File: src/rtl/h3cs_pkg.sv
// Shared types and constants for the H3 hash column select block.
package h3cs_pkg;

    localparam int MAX_ROWS    = 16;
    localparam int KEY_BITS    = 64;
    localparam int TABLE_DEPTH = MAX_ROWS + KEY_BITS - 1;
    localparam int ADDR_W      = $clog2(TABLE_DEPTH);

    localparam int COL_W    = 32;
    localparam int ROWCFG_W = 5;
    localparam int ROW_W    = 4;
    localparam int WIDX_W   = 7;
    localparam int CFG_IDX_W = 2;

    typedef enum logic [0:0] {
        CMD_LOAD = 1'b0,
        CMD_HASH = 1'b1
    } cmd_t;

    typedef enum logic [1:0] {
        ST_HASH    = 2'd0,
        ST_LOAD    = 2'd1,
        ST_BAD_ROW = 2'd2
    } status_t;

    localparam logic [CFG_IDX_W-1:0] CFG_COLS_IN_USE = 2'd0;
    localparam logic [CFG_IDX_W-1:0] CFG_ROWS_IN_USE = 2'd1;

    typedef struct packed {
        logic                command;
        logic [WIDX_W-1:0]   word_index;
        logic [63:0]         seed_word;
        logic [KEY_BITS-1:0] key_value;
        logic [ROW_W-1:0]    row_index;
    } in_item_t;

    typedef struct packed {
        logic [COL_W-1:0] column;
        logic [1:0]       status;
    } out_item_t;

    // requests into the fold unit
    typedef struct packed {
        logic                start;
        logic                load;
        logic [WIDX_W-1:0]   word_index;
        logic [63:0]         seed_word;
        logic [KEY_BITS-1:0] key;
        logic [ROW_W-1:0]    row;
    } fold_req_t;

    // requests into the remainder unit
    typedef struct packed {
        logic                start;
        logic [KEY_BITS-1:0] dividend;
        logic [COL_W-1:0]    divisor;
    } mod_req_t;

endpackage

File: src/rtl/h3cs_mod_unit.sv
// Restoring remainder unit: 64-bit dividend by 32-bit divisor, one bit per cycle.
module h3cs_mod_unit (
    input  logic                       clk,
    input  logic                       rst_n,
    input  h3cs_pkg::mod_req_t         req,
    output logic                       done,
    output logic [h3cs_pkg::COL_W-1:0] remainder
);
    import h3cs_pkg::*;

    localparam int CNT_W = $clog2(KEY_BITS);

    logic                run_reg;
    logic                done_reg;
    logic [CNT_W-1:0]    cnt_reg;
    logic [COL_W-1:0]    rem_reg;
    logic [KEY_BITS-1:0] dvd_reg;
    logic [COL_W-1:0]    dsr_reg;
    logic [COL_W:0]      shifted;
    logic [COL_W+1:0]    diff;
    logic [COL_W-1:0]    rem_next;

    assign shifted  = {rem_reg, dvd_reg[KEY_BITS-1]};
    assign diff     = {1'b0, shifted} - {2'b00, dsr_reg};
    assign rem_next = diff[COL_W+1] ? shifted[COL_W-1:0] : diff[COL_W-1:0];

    always_ff @(posedge clk or negedge rst_n)
    begin
        if (!rst_n)
        begin
            run_reg  <= 1'b0;
            done_reg <= 1'b0;
            cnt_reg  <= '0;
        end
        else
        begin
            done_reg <= 1'b0;
            if (req.start)
            begin
                run_reg <= 1'b1;
                cnt_reg <= '0;
            end
            else if (run_reg)
            begin
                cnt_reg <= cnt_reg + CNT_W'(1);
                if (cnt_reg == CNT_W'(KEY_BITS - 1))
                begin
                    run_reg  <= 1'b0;
                    done_reg <= 1'b1;
                end
            end
        end
    end

    always_ff @(posedge clk)
    begin
        if (req.start)
        begin
            rem_reg <= '0;
            dvd_reg <= req.dividend;
            dsr_reg <= req.divisor;
        end
        else if (run_reg)
        begin
            rem_reg <= rem_next;
            dvd_reg <= dvd_reg << 1;
        end
    end

    assign done      = done_reg;
    assign remainder = rem_reg;

`ifndef SYNTHESIS
    a_rem_below_divisor: assert property (@(posedge clk) disable iff (!rst_n)
        done_reg |-> (rem_reg < dsr_reg))
        else $error("remainder not below divisor");
`endif

endmodule

File: config.mk
export PLATFORM = sky130hd
export DESIGN_NAME = h3cs_mod_unit
export DESIGN_NICKNAME = d
export VERILOG_FILES = /design/src/rtl/h3cs_pkg.sv /design/src/rtl/h3cs_mod_unit.sv
export SDC_FILE = /design/constraint.sdc
export NUM_CORES = 1
export LEC_CHECK = 0
export BUFFER_PORTS_ARGS = -buffer_cell sky130_fd_sc_hd__buf_2
export CAP_MARGIN = 0
export CORE_MARGIN = 2
export CORE_UTILIZATION = 30
export CTS_BUF_LIST = sky130_fd_sc_hd__clkbuf_16
export DETAILED_ROUTE_END_ITERATION = 6
export PLACE_DENSITY = 0.55
export SETUP_SLACK_MARGIN = 0.5
export SLEW_MARGIN = 20
export SYNTH_ARGS = -nofsm -noshare
export SYNTH_HDL_FRONTEND = slang
export SYNTH_SLANG_ARGS = --single-unit
File: constraint.sdc
create_clock -name clk -period 5.3 [get_ports clk]
set_input_delay 0.795 -clock clk [delete_from_list [all_inputs] [get_ports clk]]
set_output_delay 0.795 -clock clk [all_outputs]
set_load 0.005 [all_outputs]
==> out/results.ini <==
[power_and_ir_drop]
power.total_uw=4350
ir_drop_mv=0.209
power_leakage_uw=0.00369
power_density_nw_per_um2=490

[sta]
fin_skew_ps=13.0
finalCriticalPeriod_ps=3100
finalCritPeriodShare=0.584
max_freq_ghz=0.323
rsz0062_at_grt=no
tns_ps=0
max-slew-margin-rel=0.341
finalHoldViolCount=0
finalSetupViolations=0
holdWs_ps=210
report.final.slew_viol_count=0
tightest_slew_ps=989

[synthesis]
postSynthCellCount=647
yosysTopAreaCellShare=0.393
avgSynthCellArea_sq_um=11.3
ys_seq_area_frac=0.508
synth-seq-cells=136
ys.flop_type=edfxtp_1
synthTopCellsByArea=edfxtp_1, mux2_2, dfxtp_1, ha_1, nand2_1
synth_edf_count=96
syn-cell-area_sq_um=7330
synth_fp_nets=780
ys_types=65
yosysWarnings=0
synth-async-reset-ratio=0.0588
synth_top_area_cell=edfxtp_1

[cts]
clock_latency_ps=430
numClockSinks=136
htreeDepth=4
path_clk_slew_ps=70
postCtsResizedCells=0
cts_setup_buffers=0
hold_buffers=0
clock_path_buffers=2
cts_root_buf=clkbuf_16
cts_buffers=17
cts_tree=yes

[cells_and_area]
seqCellArea_sq_um=3720
diodes=0
fin_nets=903
drive_gt1_frac=0.336
synthToLayoutAreaGrowth_pct=21.1
nFillCells=2422
largest_reg_flops=64
multi_input_area_sq_um=3300

[grt]
first_global_vias=5368
antenna_found_initial=3
grt_pass1_wl_mm=28.1
overflow=0
grt_max_degree=60
track_usage=0.140

[status]
outcome=finished clean

[route]
drt-initial-drc-count=274
ant_nets=0
post_drt_wl_per_cell_um=15.8
drc_errors=0
viasPerCell=4.77
vias=5282
finalWirelength_mm=17.4
dr.pass1.iters=5

[placed_design]
hpwlAfterDp_mm=12.4
gp_congestion=0.815
portBuffers=131

[floorplan]
start_util=0.303
die_area_sq_um=25700
ios=132
coreArea_sq_um=24200
fp-row-count=57
die_w_um=160
die_height_um=160

[run]
max_cap_viol_count=0

[setup_path]
critPathMaxFanout=18
startpoint_type=register
cp.arrival_ps=3430
critPathCaptureType=register
critPathKind=register to register
cp_data_required_time_ps=5630

[min_path]
hold_path.class=input port to asynchronous set/reset pin

==> cells in the final DEF, fill, tap and decap left out, types with 3 or more instances in the layout <==
| master | netlist | layout |
|---|---|---|
| buf_2 | 5 | 130 |
| edfxtp_1 | 96 | 96 |
| nand2_1 | 72 | 72 |
| mux2_2 | 64 | 64 |
| nor2_1 | 45 | 45 |
| inv_1 | 38 | 37 |
| a21oi_1 | 37 | 37 |
| ha_1 | 33 | 33 |
| dfxtp_1 | 32 | 32 |
| a311oi_2 | 17 | 17 |
| xor2_1 | 17 | 17 |
| clkbuf_16 | 0 | 17 |
| o21ai_1 | 13 | 13 |
| o21ai_0 | 13 | 13 |
| nand3_1 | 13 | 13 |
| xnor2_1 | 12 | 12 |
| o21a_1 | 9 | 9 |
| nand4_1 | 9 | 9 |
| mux2i_1 | 7 | 7 |
| a31oi_1 | 7 | 7 |
| dfrtp_1 | 8 | 7 |
| buf_4 | 2 | 7 |
| nand2b_1 | 6 | 6 |
| o211ai_1 | 5 | 5 |
| inv_6 | 0 | 5 |
| and2_1 | 4 | 4 |
| o31ai_1 | 4 | 4 |
| nor2b_1 | 5 | 4 |
| a21o_1 | 4 | 4 |
| nor3_1 | 4 | 4 |
| inv_8 | 0 | 4 |
| a311oi_1 | 3 | 3 |
==> cells in the mapped netlist, drive strengths merged, types with 8 or more instances <==
cell type	n
a21oi	37
a311oi	20
buf	16
clkbuf	17
dfrtp	8
dfxtp	32
edfxtp	96
ha	33
inv	38
mux2	65
nand2	72
nand3	13
nand4	9
nor2	45
o21a	9
o21ai	27
xnor2	12
xor2	17
==> kinds of logic after synthesis <==
family | Yosys count | synth area share
flip-flops | 136 | 0.508
AO/OA/AOI/OAI | 134 | 0.141
buffers and inverters | 71 | 0.0428
adder cells (fa/ha/maj) | 34 | 0.0591
multiplexers | 72 | 0.109
AND/OR/NAND/NOR | 171 | 0.105
XOR/XNOR | 29 | 0.0346
==> cell type report <==
| type | instances | area share |
|---|---|---|
| clock buffers | 17 | 0.0479 |
| clock inverters | 15 | 0.0202 |
| inverters | 38 | 0.0161 |
| multi-input cells | 440 | 0.371 |
| flip-flops and latches | 136 | 0.420 |
| well taps | 324 | 0.0457 |
| repair buffers | 137 | 0.0792 |
==> path summary, 6_finish.rpt <==
kind                                     from       endpoint  slack [ps]  cells past startpoint
min in group clk                remainder[24]  remainder[24]         490                      2
worst min register to register  remainder[24]  remainder[24]         490                      2
worst max-delay path              dsr_reg[20]   remainder[6]        2200                     11
worst min-delay path                    rst_n        run_reg         210                      1
max in group asynchronous               rst_n        run_reg        4910                      1
worst max register to register    dsr_reg[20]   remainder[6]        2200                     11
==> stage by stage <==
stage	utilization	cells	worst slack [ps]	cell area, sq um
2_1_floorplan	-	647	2070	7330
3_3_place_gp	0.342	1075	2130	8270
3_5_place_dp	0.342	1075	2110	8270
4_1_cts	0.367	1107	2090	8880
5_1_grt	0.367	1107	1850	8880
6_report	0.367	1107	2200	8880
==> power by group <==
group	internal [uW]	total (uW)	switching [uW]	leakage, uW
logic	698	1640	943	0.00204
registers	1330	1470	139	0.00136
clock network	714	1240	523	0.000297
==> critical path, cell delays in order (launching register included) <==
cell      delay [ps]
edfxtp_1         340
inv_1             50
ha_1             370
a21oi_1          280
o21ai_1          130
or2_0            270
nor4_1           360
a211oi_2         100
nor2b_2          410
buf_4            340
nand2_1           90
a311oi_2         250
==> per-layer routing <==
layer  track usage  up-vias  wire [um]
met3        0.0584       23       1260
li1              -     2627          -
met2         0.219      127       7890
met4        0.0483        6        292
met1         0.173     2499       7970
met5             0        -         35
Power figures use the tool's default switching activity.
